### config.mk
export PLATFORM = sky130hd
export DESIGN_NAME = block_rms_meter_core
export DESIGN_NICKNAME = d
export VERILOG_FILES = /design/src/design/rmsm_pkg.sv /design/src/design/rmsm_front.sv /design/src/design/rmsm_queue.sv /design/src/design/rmsm_back.sv /design/src/design/block_rms_meter_core.sv
export SDC_FILE = /design/constraint.sdc
export NUM_CORES = 1
export LEC_CHECK = 0
export BUFFER_PORTS_ARGS = -buffer_cell sky130_fd_sc_hd__buf_2
export CORE_MARGIN = 2
export CORE_UTILIZATION = 25
export CTS_BUF_LIST = sky130_fd_sc_hd__clkbuf_4 sky130_fd_sc_hd__clkbuf_8 sky130_fd_sc_hd__clkbuf_16
export CTS_CLUSTER_DIAMETER = 200
export CTS_CLUSTER_SIZE = 10
export DETAILED_ROUTE_END_ITERATION = 10
export PLACE_DENSITY = 0.48
export SYNTH_ARGS = -nofsm -noshare
export SYNTH_HDL_FRONTEND = slang
export SYNTH_SLANG_ARGS = --single-unit
### constraint.sdc
create_clock -name clk -period 21.3 [get_ports clk]
set_input_delay 1.065 -clock clk [delete_from_list [all_inputs] [get_ports clk]]
set_output_delay 1.065 -clock clk [all_outputs]
set_load 0.01 [all_outputs]
### src/design/rmsm_pkg.sv
// rmsm_pkg: shared constants and types for the block rms meter
// no dependencies; used by every module of the block
`timescale 1ns / 1ps
`default_nettype none

package rmsm_pkg;

  // default configuration
  localparam int DEF_MAX_SAMPLES = 32;
  localparam int DEF_SAMPLE_BITS = 16;

  // fixed result field widths
  localparam int RMS_W  = 16;
  localparam int USED_W = 6;
  localparam int SEQ_W  = 32;

  // the running sum is at most this many bits wide; it saturates at its width
  localparam int SUM_CAP_W = 64;

  // depth of the queue of finished block records
  localparam int QUEUE_DEPTH = 2;

  typedef struct packed {
    logic full;
    logic empty;
  } queue_stat_t;

endpackage

`default_nettype wire

### src/design/rmsm_front.sv
// rmsm_front: takes items, squares samples and accumulates each block
// depends on rmsm_pkg; pushes one record per block into rmsm_queue
`timescale 1ns / 1ps
`default_nettype none

module rmsm_front #(
  parameter int MAX_SAMPLES = rmsm_pkg::DEF_MAX_SAMPLES,
  parameter int SAMPLE_BITS = rmsm_pkg::DEF_SAMPLE_BITS,
  parameter int CNT_W       = 6,
  parameter int ACC_W       = 37
) (
  input  wire logic                          clk,
  input  wire logic                          rst,
  input  wire logic                          start,
  output logic                               busy,
  input  wire logic signed [SAMPLE_BITS-1:0] sample,
  input  wire logic                          has_sample,
  input  wire logic                          last,
  input  wire logic [rmsm_pkg::SEQ_W-1:0]    sequence_req,
  input  wire rmsm_pkg::queue_stat_t         q_stat,
  output logic                               push,
  output logic [ACC_W-1:0]                   push_sum,
  output logic [CNT_W-1:0]                   push_cnt,
  output logic [rmsm_pkg::SEQ_W-1:0]         push_seq
);

  localparam int SQ_W = 2 * SAMPLE_BITS;

  logic                       accept;
  logic [SAMPLE_BITS-1:0]     mag;
  logic                       s1_valid;
  logic                       s1_has;
  logic                       s1_last;
  logic [rmsm_pkg::SEQ_W-1:0] s1_seq;
  logic [SQ_W-1:0]            s1_square;
  logic [ACC_W-1:0]           square_sum;
  logic [CNT_W-1:0]           sample_tally;
  logic                       take;
  logic [ACC_W:0]             sum_ext;
  logic [ACC_W-1:0]           square_sum_next;
  logic [CNT_W-1:0]           sample_tally_next;

  // one item in flight, and the queue must have room for its record
  assign busy   = s1_valid || q_stat.full;
  assign accept = start && !busy;

  // magnitude of the two's complement sample; the most negative code maps to itself
  assign mag = sample[SAMPLE_BITS-1] ? (~sample + 1'b1) : sample;

  always_ff @(posedge clk) begin
    if (rst) begin
      s1_valid <= 1'b0;
    end else begin
      s1_valid <= accept;
    end
    if (accept) begin
      s1_has    <= has_sample;
      s1_last   <= last;
      s1_seq    <= sequence_req;
      s1_square <= mag * mag;
    end
  end

  assign take    = s1_valid && s1_has && (sample_tally < CNT_W'(MAX_SAMPLES));
  assign sum_ext = {1'b0, square_sum} + {1'b0, ACC_W'(s1_square)};

  always_comb begin
    square_sum_next   = square_sum;
    sample_tally_next = sample_tally;
    if (take) begin
      square_sum_next   = sum_ext[ACC_W] ? '1 : sum_ext[ACC_W-1:0];
      sample_tally_next = sample_tally + 1'b1;
    end
  end

  assign push     = s1_valid && s1_last;
  assign push_sum = square_sum_next;
  assign push_cnt = sample_tally_next;
  assign push_seq = s1_seq;

  always_ff @(posedge clk) begin
    if (rst) begin
      square_sum   <= '0;
      sample_tally <= '0;
    end else if (push) begin
      square_sum   <= '0;
      sample_tally <= '0;
    end else begin
      square_sum   <= square_sum_next;
      sample_tally <= sample_tally_next;
    end
  end

endmodule

`default_nettype wire

### src/design/rmsm_queue.sv
// rmsm_queue: short first-in first-out queue of block records
// depends on rmsm_pkg for the status struct and the default depth
`timescale 1ns / 1ps
`default_nettype none

module rmsm_queue #(
  parameter int W     = 8,
  parameter int DEPTH = rmsm_pkg::QUEUE_DEPTH
) (
  input  wire logic                   clk,
  input  wire logic                   rst,
  input  wire logic                   push,
  input  wire logic [W-1:0]           push_data,
  input  wire logic                   pop,
  output logic [W-1:0]                head,
  output rmsm_pkg::queue_stat_t       q_stat
);

  localparam int PTR_W = (DEPTH > 1) ? $clog2(DEPTH) : 1;
  localparam int CNT_W = $clog2(DEPTH + 1);

  logic [W-1:0]     entries [DEPTH];
  logic [PTR_W-1:0] wr_ptr;
  logic [PTR_W-1:0] rd_ptr;
  logic [CNT_W-1:0] fill;
  logic             do_push;
  logic             do_pop;

  assign q_stat.full  = (fill == CNT_W'(DEPTH));
  assign q_stat.empty = (fill == '0);
  assign do_push      = push && !q_stat.full;
  assign do_pop       = pop && !q_stat.empty;
  assign head         = entries[rd_ptr];

  always_ff @(posedge clk) begin
    if (do_push) begin
      entries[wr_ptr] <= push_data;
    end
  end

  always_ff @(posedge clk) begin
    if (rst) begin
      wr_ptr <= '0;
      rd_ptr <= '0;
      fill   <= '0;
    end else begin
      if (do_push) begin
        wr_ptr <= (wr_ptr == PTR_W'(DEPTH - 1)) ? '0 : wr_ptr + 1'b1;
      end
      if (do_pop) begin
        rd_ptr <= (rd_ptr == PTR_W'(DEPTH - 1)) ? '0 : rd_ptr + 1'b1;
      end
      if (do_push && !do_pop) begin
        fill <= fill + 1'b1;
      end else if (do_pop && !do_push) begin
        fill <= fill - 1'b1;
      end
    end
  end

endmodule

`default_nettype wire

### src/design/rmsm_back.sv
// rmsm_back: serial divide of the block sum by its count, then serial square root
// depends on rmsm_pkg; reads records from rmsm_queue, drives the result ports
`timescale 1ns / 1ps
`default_nettype none

module rmsm_back #(
  parameter int CNT_W = 6,
  parameter int ACC_W = 37
) (
  input  wire logic                          clk,
  input  wire logic                          rst,
  input  wire rmsm_pkg::queue_stat_t         q_stat,
  input  wire logic [ACC_W-1:0]              head_sum,
  input  wire logic [CNT_W-1:0]              head_cnt,
  input  wire logic [rmsm_pkg::SEQ_W-1:0]    head_seq,
  output logic                               pop,
  output logic                               valid,
  output logic [rmsm_pkg::RMS_W-1:0]         rms,
  output logic [rmsm_pkg::USED_W-1:0]        used_count,
  output logic                               seq_gap,
  output logic [rmsm_pkg::SEQ_W-1:0]         blocks_done
);

  localparam int QW     = ACC_W + (ACC_W % 2);
  localparam int ROOT_W = QW / 2;
  localparam int ITER_W = $clog2(ACC_W + 1);

  typedef enum logic [3:0] {
    ST_IDLE = 4'b0001,
    ST_DIV  = 4'b0010,
    ST_ROOT = 4'b0100,
    ST_DONE = 4'b1000
  } state_t;

  state_t                     state;
  logic [ITER_W-1:0]          iter;
  logic [ACC_W-1:0]           quo;
  logic [CNT_W-1:0]           dvs;
  logic [CNT_W-1:0]           rem_d;
  logic [QW-1:0]              rad;
  logic [ROOT_W:0]            rem_s;
  logic [ROOT_W-1:0]          root;
  logic [rmsm_pkg::SEQ_W-1:0] seq_hold;
  logic [rmsm_pkg::SEQ_W-1:0] prev_sequence;
  logic [rmsm_pkg::SEQ_W-1:0] block_tally;

  // one quotient bit per cycle
  logic [CNT_W:0]   div_try;
  logic             div_ge;
  logic [CNT_W-1:0] rem_d_next;
  logic [ACC_W-1:0] quo_next;

  // one root bit per cycle
  logic [ROOT_W+2:0] root_acc;
  logic [ROOT_W+2:0] root_trial;
  logic              root_ge;
  logic [ROOT_W:0]   rem_s_next;
  logic [ROOT_W-1:0] root_next;

  always_comb begin
    div_try    = {rem_d, quo[ACC_W-1]};
    div_ge     = (div_try >= {1'b0, dvs});
    rem_d_next = div_ge ? CNT_W'(div_try - {1'b0, dvs}) : div_try[CNT_W-1:0];
    quo_next   = {quo[ACC_W-2:0], div_ge};
  end

  always_comb begin
    root_acc   = {rem_s, rad[QW-1:QW-2]};
    root_trial = (ROOT_W + 3)'({root, 2'b01});
    root_ge    = (root_acc >= root_trial);
    rem_s_next = root_ge ? (ROOT_W + 1)'(root_acc - root_trial)
                         : root_acc[ROOT_W:0];
    root_next  = {root[ROOT_W-2:0], root_ge};
  end

  assign pop = (state == ST_IDLE) && !q_stat.empty;

  always_ff @(posedge clk) begin
    if (rst) begin
      state         <= ST_IDLE;
      valid         <= 1'b0;
      prev_sequence <= '0;
      block_tally   <= '0;
    end else begin
      valid <= (state == ST_DONE);
      case (state)
        ST_IDLE: begin
          if (!q_stat.empty) begin
            state <= (head_cnt == '0) ? ST_DONE : ST_DIV;
          end
        end
        ST_DIV: begin
          if (iter == ITER_W'(1)) begin
            state <= ST_ROOT;
          end
        end
        ST_ROOT: begin
          if (iter == ITER_W'(1)) begin
            state <= ST_DONE;
          end
        end
        ST_DONE: begin
          block_tally   <= block_tally + 1'b1;
          prev_sequence <= seq_hold;
          state         <= ST_IDLE;
        end
        default: begin
          state <= ST_IDLE;
        end
      endcase
    end
  end

  always_ff @(posedge clk) begin
    case (state)
      ST_IDLE: begin
        quo      <= head_sum;
        dvs      <= head_cnt;
        seq_hold <= head_seq;
        rem_d    <= '0;
        root     <= '0;
        iter     <= ITER_W'(ACC_W);
      end
      ST_DIV: begin
        quo   <= quo_next;
        rem_d <= rem_d_next;
        if (iter == ITER_W'(1)) begin
          rad   <= QW'(quo_next);
          rem_s <= '0;
          root  <= '0;
          iter  <= ITER_W'(ROOT_W);
        end else begin
          iter <= iter - 1'b1;
        end
      end
      ST_ROOT: begin
        rad   <= {rad[QW-3:0], 2'b00};
        rem_s <= rem_s_next;
        root  <= root_next;
        iter  <= iter - 1'b1;
      end
      ST_DONE: begin
        rms         <= rmsm_pkg::RMS_W'(root);
        used_count  <= rmsm_pkg::USED_W'(dvs);
        seq_gap     <= (prev_sequence != '0) && (seq_hold != prev_sequence + 1'b1);
        blocks_done <= block_tally + 1'b1;
      end
      default: begin
        iter <= '0;
      end
    endcase
  end

endmodule

`default_nettype wire

### src/design/block_rms_meter_core.sv
// block_rms_meter_core: top level of the block rms meter
// depends on rmsm_pkg, rmsm_front, rmsm_queue and rmsm_back
//
//  channel   handshake            fields                                     direction
//  items     start / busy         sample, has_sample, last, sequence_req     in
//  results   valid (one cycle)    rms, used_count, seq_gap, blocks_done      out
//
// an item transfer happens at an edge with start high and busy low; busy is
// high for the cycle after each transfer while the square is accumulated,
// so the front end takes no new item until the last one is accumulated
// on a last item the block record (sum, count, sequence) enters a 2-entry
// queue; the back end loads a record, divides the sum by the count, takes
// the square root and writes the result; an empty block skips the divide
// and the root and goes straight from loading to writing the result
// busy also stays high while the queue is full; results are never held off
// rst is synchronous and clears the sums, counters and sequence history
`timescale 1ns / 1ps
`default_nettype none

module block_rms_meter_core #(
  parameter int MAX_SAMPLES = rmsm_pkg::DEF_MAX_SAMPLES,
  parameter int SAMPLE_BITS = rmsm_pkg::DEF_SAMPLE_BITS
) (
  input  wire logic                          clk,
  input  wire logic                          rst,
  // item channel
  input  wire logic                          start,
  output logic                               busy,
  input  wire logic signed [SAMPLE_BITS-1:0] sample,
  input  wire logic                          has_sample,
  input  wire logic                          last,
  input  wire logic [rmsm_pkg::SEQ_W-1:0]    sequence_req,
  // result channel
  output logic                               valid,
  output logic [rmsm_pkg::RMS_W-1:0]         rms,
  output logic [rmsm_pkg::USED_W-1:0]        used_count,
  output logic                               seq_gap,
  output logic [rmsm_pkg::SEQ_W-1:0]         blocks_done
);

  // sample counter holds 0 to MAX_SAMPLES
  localparam int CNT_W    = $clog2(MAX_SAMPLES + 1);
  // enough bits for MAX_SAMPLES full-scale squares, capped where the sum saturates
  localparam int SUM_FULL = 2 * SAMPLE_BITS - 1 + CNT_W;
  localparam int ACC_W    = (SUM_FULL > rmsm_pkg::SUM_CAP_W) ? rmsm_pkg::SUM_CAP_W : SUM_FULL;
  localparam int REC_W    = ACC_W + CNT_W + rmsm_pkg::SEQ_W;

  rmsm_pkg::queue_stat_t      q_stat;
  logic                       push;
  logic [ACC_W-1:0]           push_sum;
  logic [CNT_W-1:0]           push_cnt;
  logic [rmsm_pkg::SEQ_W-1:0] push_seq;
  logic                       pop;
  logic [REC_W-1:0]           head;

  // front end: squares and accumulates, closes blocks
  rmsm_front #(
    .MAX_SAMPLES (MAX_SAMPLES),
    .SAMPLE_BITS (SAMPLE_BITS),
    .CNT_W       (CNT_W),
    .ACC_W       (ACC_W)
  ) u_front (
    .clk          (clk),
    .rst          (rst),
    .start        (start),
    .busy         (busy),
    .sample       (sample),
    .has_sample   (has_sample),
    .last         (last),
    .sequence_req (sequence_req),
    .q_stat       (q_stat),
    .push         (push),
    .push_sum     (push_sum),
    .push_cnt     (push_cnt),
    .push_seq     (push_seq)
  );

  // finished block records waiting for the back end
  rmsm_queue #(
    .W     (REC_W),
    .DEPTH (rmsm_pkg::QUEUE_DEPTH)
  ) u_queue (
    .clk       (clk),
    .rst       (rst),
    .push      (push),
    .push_data ({push_sum, push_cnt, push_seq}),
    .pop       (pop),
    .head      (head),
    .q_stat    (q_stat)
  );

  // back end: mean, square root, sequence check and block count
  rmsm_back #(
    .CNT_W (CNT_W),
    .ACC_W (ACC_W)
  ) u_back (
    .clk         (clk),
    .rst         (rst),
    .q_stat      (q_stat),
    .head_sum    (head[REC_W-1 -: ACC_W]),
    .head_cnt    (head[rmsm_pkg::SEQ_W +: CNT_W]),
    .head_seq    (head[rmsm_pkg::SEQ_W-1:0]),
    .pop         (pop),
    .valid       (valid),
    .rms         (rms),
    .used_count  (used_count),
    .seq_gap     (seq_gap),
    .blocks_done (blocks_done)
  );

endmodule

`default_nettype wire

[After elaboration in Yosys (flattened, before gate mapping)]
Memories as Yosys holds them, arrays and structs flattened. A register that Yosys moved wholly into a read port is not among the register bits.
Index checks and enable logic that the tools add are counted.
Cells by class
  multipliers: 1
  add/sub/neg operators: 12
  equal/unequal tests: 10
  $lt $le $gt $ge: 3
  bitwise gates (word level): 1
  reduce and logical (&&, ||, !) cells: 27
  multiplexer cells: 29
  divide/modulo/power cells: 0
  shift-type cells: 0
Operator list (count)
  $pmux 38 s2: 1
  $mux 37: 2
  $pmux 37 s2: 1
  $add 32x1->32 const B: 2
  $pmux 19 s3: 1
  $mux 20: 2
  $pmux 20 s2: 1
  $add 37x32->38: 1
  $mux 38: 1
  $mul 16x16->32: 1
  $ne 32x32->1: 1
  $reduce_bool 32->1: 1
  $pmux 6 s4: 1
  $ge 22x21->1: 1
  $sub 20x20->20: 1
  $mux 19: 1
  $mux 6: 3
  $add 16x1->16 const B: 1
  $mux 16: 1
  $mux 4: 4
  $not 16->16: 1
  $pmux 4 s3: 1
  $pmux 6 s2: 1
  $logic_and 1x1->1: 10
  27 further kinds: 42
Storage, ports and cells
  memory bits (writable): 150
  bits of input ports: 53
  output and inout port bits: 57
  latch bits: 0
  memory bits (read-only): 0
  memories kept: 1
  bits in registers: 402
Memories
  u_queue.entries: words 2, bits a word 75, rd ports 1, clocked after memory_dff 1, write ports 1, line rmsm_queue.sv:22  | logic [W-1:0] entries [DEPTH];

[Depth between registers and ports, before layout]
  depth in word-level cells: 7
  gate-level depth with buffers: 31

[By module]
From an unflattened synthesis, not the netlist that was laid out.
Second synthesis, totals
  cells, all modules: 2986
  area, all modules: 32282.2 um^2
By module, submodules not included
  rmsm_back: times used 1, area an instance 13626.8 um^2, sequential area each 7957.6 um^2, cells each 1325
  rmsm_front: times used 1, area an instance 13015.0 um^2, sequential area each 2832.7 um^2, cells each 1403
  rmsm_queue: times used 1, area an instance 5640.4 um^2, sequential area each 4604.4 um^2, cells each 258

[Worst setup path after synthesis]
No wires, ideal clock.
  kind: input to register
  start point: input port sample[0]
  end point: register u_front.s1_square[28], data pin
  data required time: 21.031 ns
  path slack: 12.813 ns
  library setup time: 0.269 ns
  stages on the path: 30
  arrival time: 8.218 ns
  cell sequence: inv_2 clkbuf_1 ha_1 nand2_1 or2_2 o41ai_1 xor2_1 clkinv_1 nand2_1 inv_1 fa_1 inv_1 fa_1 inv_1 fa_1 fa_1 fa_1 inv_1 fa_1 inv_1 ha_1 nor2_1 nor2b_1 o21ai_0 o22ai_1 a211oi_1 o21bai_1 a21oi_1 o31ai_1 xor2_1
On the way
  word-level cells in the longest chain between the ends: 4
RTL lines
  start: declaration: line block_rms_meter_core.sv:29  | input wire logic signed [SAMPLE_BITS-1:0] sample,
  $not 16->16: line rmsm_front.sv:48  | assign mag = sample[SAMPLE_BITS-1] ? (~sample + 1'b1) : sample;
  $add 16x1->16: line rmsm_front.sv:48
  $mux 16 (*): line rmsm_front.sv:48
  $mul 16x16->32 (*): line rmsm_front.sv:60  | s1_square <= mag * mag;
  end signal: assignment: line rmsm_front.sv:60
  end: declaration: line rmsm_front.sv:35  | logic [SQ_W-1:0] s1_square;
Mark *: on every way between the ends. The rest lies on a longest branch, timed or not.
A chain may end at the register's enable or synchronous reset.

[Final worst setup path]
Same ends and word-level chain as after synthesis.

==> flow_metrics.py <==
metrics = {
    "global_routing": {
        "grt_usage_pct": 11.0,
        "grt_max_degree": 79,
        "grt_pass1_vias": 20800,
        "globalRoute.totalOverflow": 0,
        "grt_pass1_wl_microns": 116000,
        "antenna_found_initial": 2,
    },
    "logic_synthesis": {
        "synth_ff_type": "edfxtp_1",
        "postSynthAreaPerCell_sq_um": 11.0,
        "yosys_warnings": 0,
        "synth_commonest_cells": "434 x edfxtp_1, 393 x nand2_1, 306 x inv_1",
        "synth_area_leaders": "edfxtp_1 41%, fa_1 10%, dfxtp_1 7.4%, ha_1 6.4%, nand2_1 4.6%",
        "syn_inst": 2915,
        "synth_most_common_cell": "edfxtp_1",
        "ys_types": 82,
        "async_reset_ff_share_pct": 0,
        "yosys.area.top_type": "edfxtp_1",
        "syn_area_sq_um": 31900,
        "synth_edf_count": 434,
        "yosysSeqAreaShare_pct": 48.2,
        "synth_seq_cells": 552,
        "synth_top_area_share_pct": 40.8,
    },
    "worst_hold_path": {
        "hp-start": "u_front.push_seq[6]",
        "whs_path_depth": 0,
        "hold_path.class": "flop to flop",
        "min_delay_worst_endpoint": "u_queue.entries[0][6]",
    },
    "drt": {
        "first_pass_iters": 5,
        "wl_per_cell_microns": 15.4,
        "finalWirelength_microns": 72900,
        "vias": 20600,
        "drtAntennaViolNets": 0,
        "drt_iter0_drc": 1295,
        "drc_errors": 0,
        "vias_per_cell": 4.36,
    },
    "cells_and_area": {
        "area.sequential_sq_um": 15400,
        "area_growth_pct": 14.1,
        "multi_input_area_sq_um": 15000,
        "fin_util_pct": 28.6,
        "antenna_cells": 0,
        "drive_gt1_share_pct": 11.1,
        "fillers": 13300,
        "nNetsFinal": 3405,
    },
    "setup_path": {
        "cp.required_ns": 21.65,
        "crit_arrival_ns": 9.18,
        "startpoint_type": "input pin",
        "critPathMaxFanout": 18,
        "crit-reg2reg-launch": "u_front.s1_square[0]",
        "crit_path_top_delay_cell": "xor2_1",
        "worstSetupEndpointType": "flop",
        "r2r-end": "u_queue.entries[0][70]",
        "worstSetupPathType": "input pin to flop",
        "critPathMaxStageDelay_ns": 0.55,
        "rrSetupSlack_ns": 17.28,
        "ff2ff_path_depth": 10,
    },
    "clocking": {
        "htreeDepth": 2,
        "cts_setup_buffers": 0,
        "cts_buffers": 61,
        "cts_resized": 0,
        "clockRootBuffer": "clkbuf_16",
        "path_clk_slew_ns": 0.05,
        "clock-sinks": 552,
        "cts_tree": "yes",
        "clock_path_buffers": 3,
        "hold_buffers": 0,
        "clkLatencyLatePin_ns": 0.65,
    },
    "die": {
        "initial_core_util_pct": 25.1,
        "top_level_ports": 110,
        "dieHeight_microns": 361,
        "rows": 131,
        "die_area_sq_um": 131000,
        "chipWidth_microns": 361,
        "core-area_sq_um": 127000,
    },
    "timing": {
        "max_clock_freq_mhz": 113,
        "finalSetupViolCount": 0,
        "finalCritPeriodShare_pct": 41.5,
        "skew_ns": 0.0331,
        "drv_slew": 0,
        "slew_headroom_pct": 26.7,
        "fin_crit_ns": 8.83,
        "finalSetupTns_ns": 0,
        "rsz0062_at_grt": "no",
        "worst_pin_slew_ns": 1.10,
        "final.setup.worst_slack_ns": 12.47,
        "holdWs_ns": 0.442,
        "hold_viol": 0,
    },
    "outcome": {
        "status": "finished, final reports clean",
    },
    "pwr": {
        "p_leak_nw": 14.5,
        "ir_drop_v": 0.000213,
        "power_density_nw_per_um2": 166,
    },
    "placed_design": {
        "io_buffers": 109,
        "place_congestion": 0.835,
        "place_worst_setup_slack_ns": 11.81,
        "dp_hpwl_microns": 51900,
    },
    "flow_run": {
        "drv_cap": 0,
    },
}
## cell families after synthesis
logic type	share of synthesized area, %
adder cells (fa/ha/maj)	16.8
flip-flops	48.2
XOR/XNOR	5.43
AND/OR/NAND/NOR	12.9
multiplexers	3.14
other	0.0235
buffers and inverters	4.95
AO/OA/AOI/OAI	8.58
## metal layers
| layer | GRT usage (%) | vias to the layer above | share of wire (%) |
|---|---|---|---|
| li1 | - | 10200 | - |
| met1 | 15.2 | 9972 | 48 |
| met2 | 17.9 | 360 | 46 |
| met3 | 1.66 | 102 | 3.6 |
| met4 | 3.18 | 4 | 2.6 |
| met5 | 0 | - | 0.043 |
## worst max-delay path: cells and delay by family
family,cells,cell delay [ns]
adders and majority gates,7,3.42
and+or+nand+nor,5,1.07
xor gates and xnor gates,2,0.71
AOI/OAI and AO/OA,7,1.64
buffers and inverters,9,1.25
## cells in the final DEF (no fill, tap or decap), drive strengths merged, types with 21 or more instances in the layout
cell type	count
a21o	36
a21oi	137
a31oi	21
and2	49
buf	134
clkbuf	112
dfxtp	118
edfxtp	434
fa	166
ha	163
inv	308
mux2	41
mux2i	54
nand2	393
nand3	46
nand4	24
nor2	218
nor3	40
o21ai	118
or3	26
xnor2	118
xor2	79
## worst max path at each step
stage	start	to	slack, ns	cells past startpoint
2_1_floorplan	sample[0]	u_front.s1_square[28]	12.81	30
3_3_place_gp	sample[0]	u_front.s1_square[26]	12.03	30
3_5_place_dp	sample[0]	u_front.s1_square[26]	11.81	30
4_1_cts	sample[0]	u_front.s1_square[28]	12.48	30
5_1_grt	sample[0]	u_front.s1_square[26]	11.90	30
6_report	sample[0]	u_front.s1_square[28]	12.47	30
## stage by stage
| step | cell area (sq um) | total power, mW | cells |
|---|---|---|---|
| 2_1_floorplan | 32000 | 4.24 | 2924 |
| 3_5_place_dp | 34400 | 5.05 | 4622 |
| 4_1_cts | 36400 | 6.13 | 4736 |
| 5_1_grt | 36400 | 6.66 | 4736 |
| 3_3_place_gp | 34400 | 5.04 | 4622 |
| 6_report | 36400 | 6.03 | 4736 |
## registers in the layout (all words and copies together) (netlist names), 2 cells and up, named ones only
signal / flops
u_front.square_sum: 37
u_back.prev_sequence: 32
u_back.blocks_done: 32
u_back.quo: 37
u_queue.entries: 150
u_back.block_tally: 32
u_back.iter: 6
u_back.rad: 38
u_front.s1_square: 31
u_back.dvs: 6
u_front.push_seq: 32
u_back.used_count: 6
u_back.rem_d: 6
u_back.rms: 16
u_front.sample_tally: 6
u_queue.fill: 2
u_back.state: 4
u_back.seq_hold: 32
u_back.rem_s: 20
u_back.root: 19
## final cells by class
| type | instances | area share [%] |
|---|---|---|
| inverter | 314 | 3.24 |
| clock inverter | 2 | 0.0996 |
| tap | 1662 | 5.71 |
| multi-input combinational | 1960 | 41.3 |
| sequential | 552 | 42.3 |
| clock buffer | 112 | 5.39 |
| timing repair buffer | 134 | 2.01 |
## power by group
part	total, mW	leakage, nW	internal [mW]	switching (mW)
combinational	3.32	8.37	1.40	1.92
clock	1.04	1.03	0.620	0.422
sequential	1.67	5.14	1.55	0.119
Note: power is estimated with default switching activity, not from simulation.
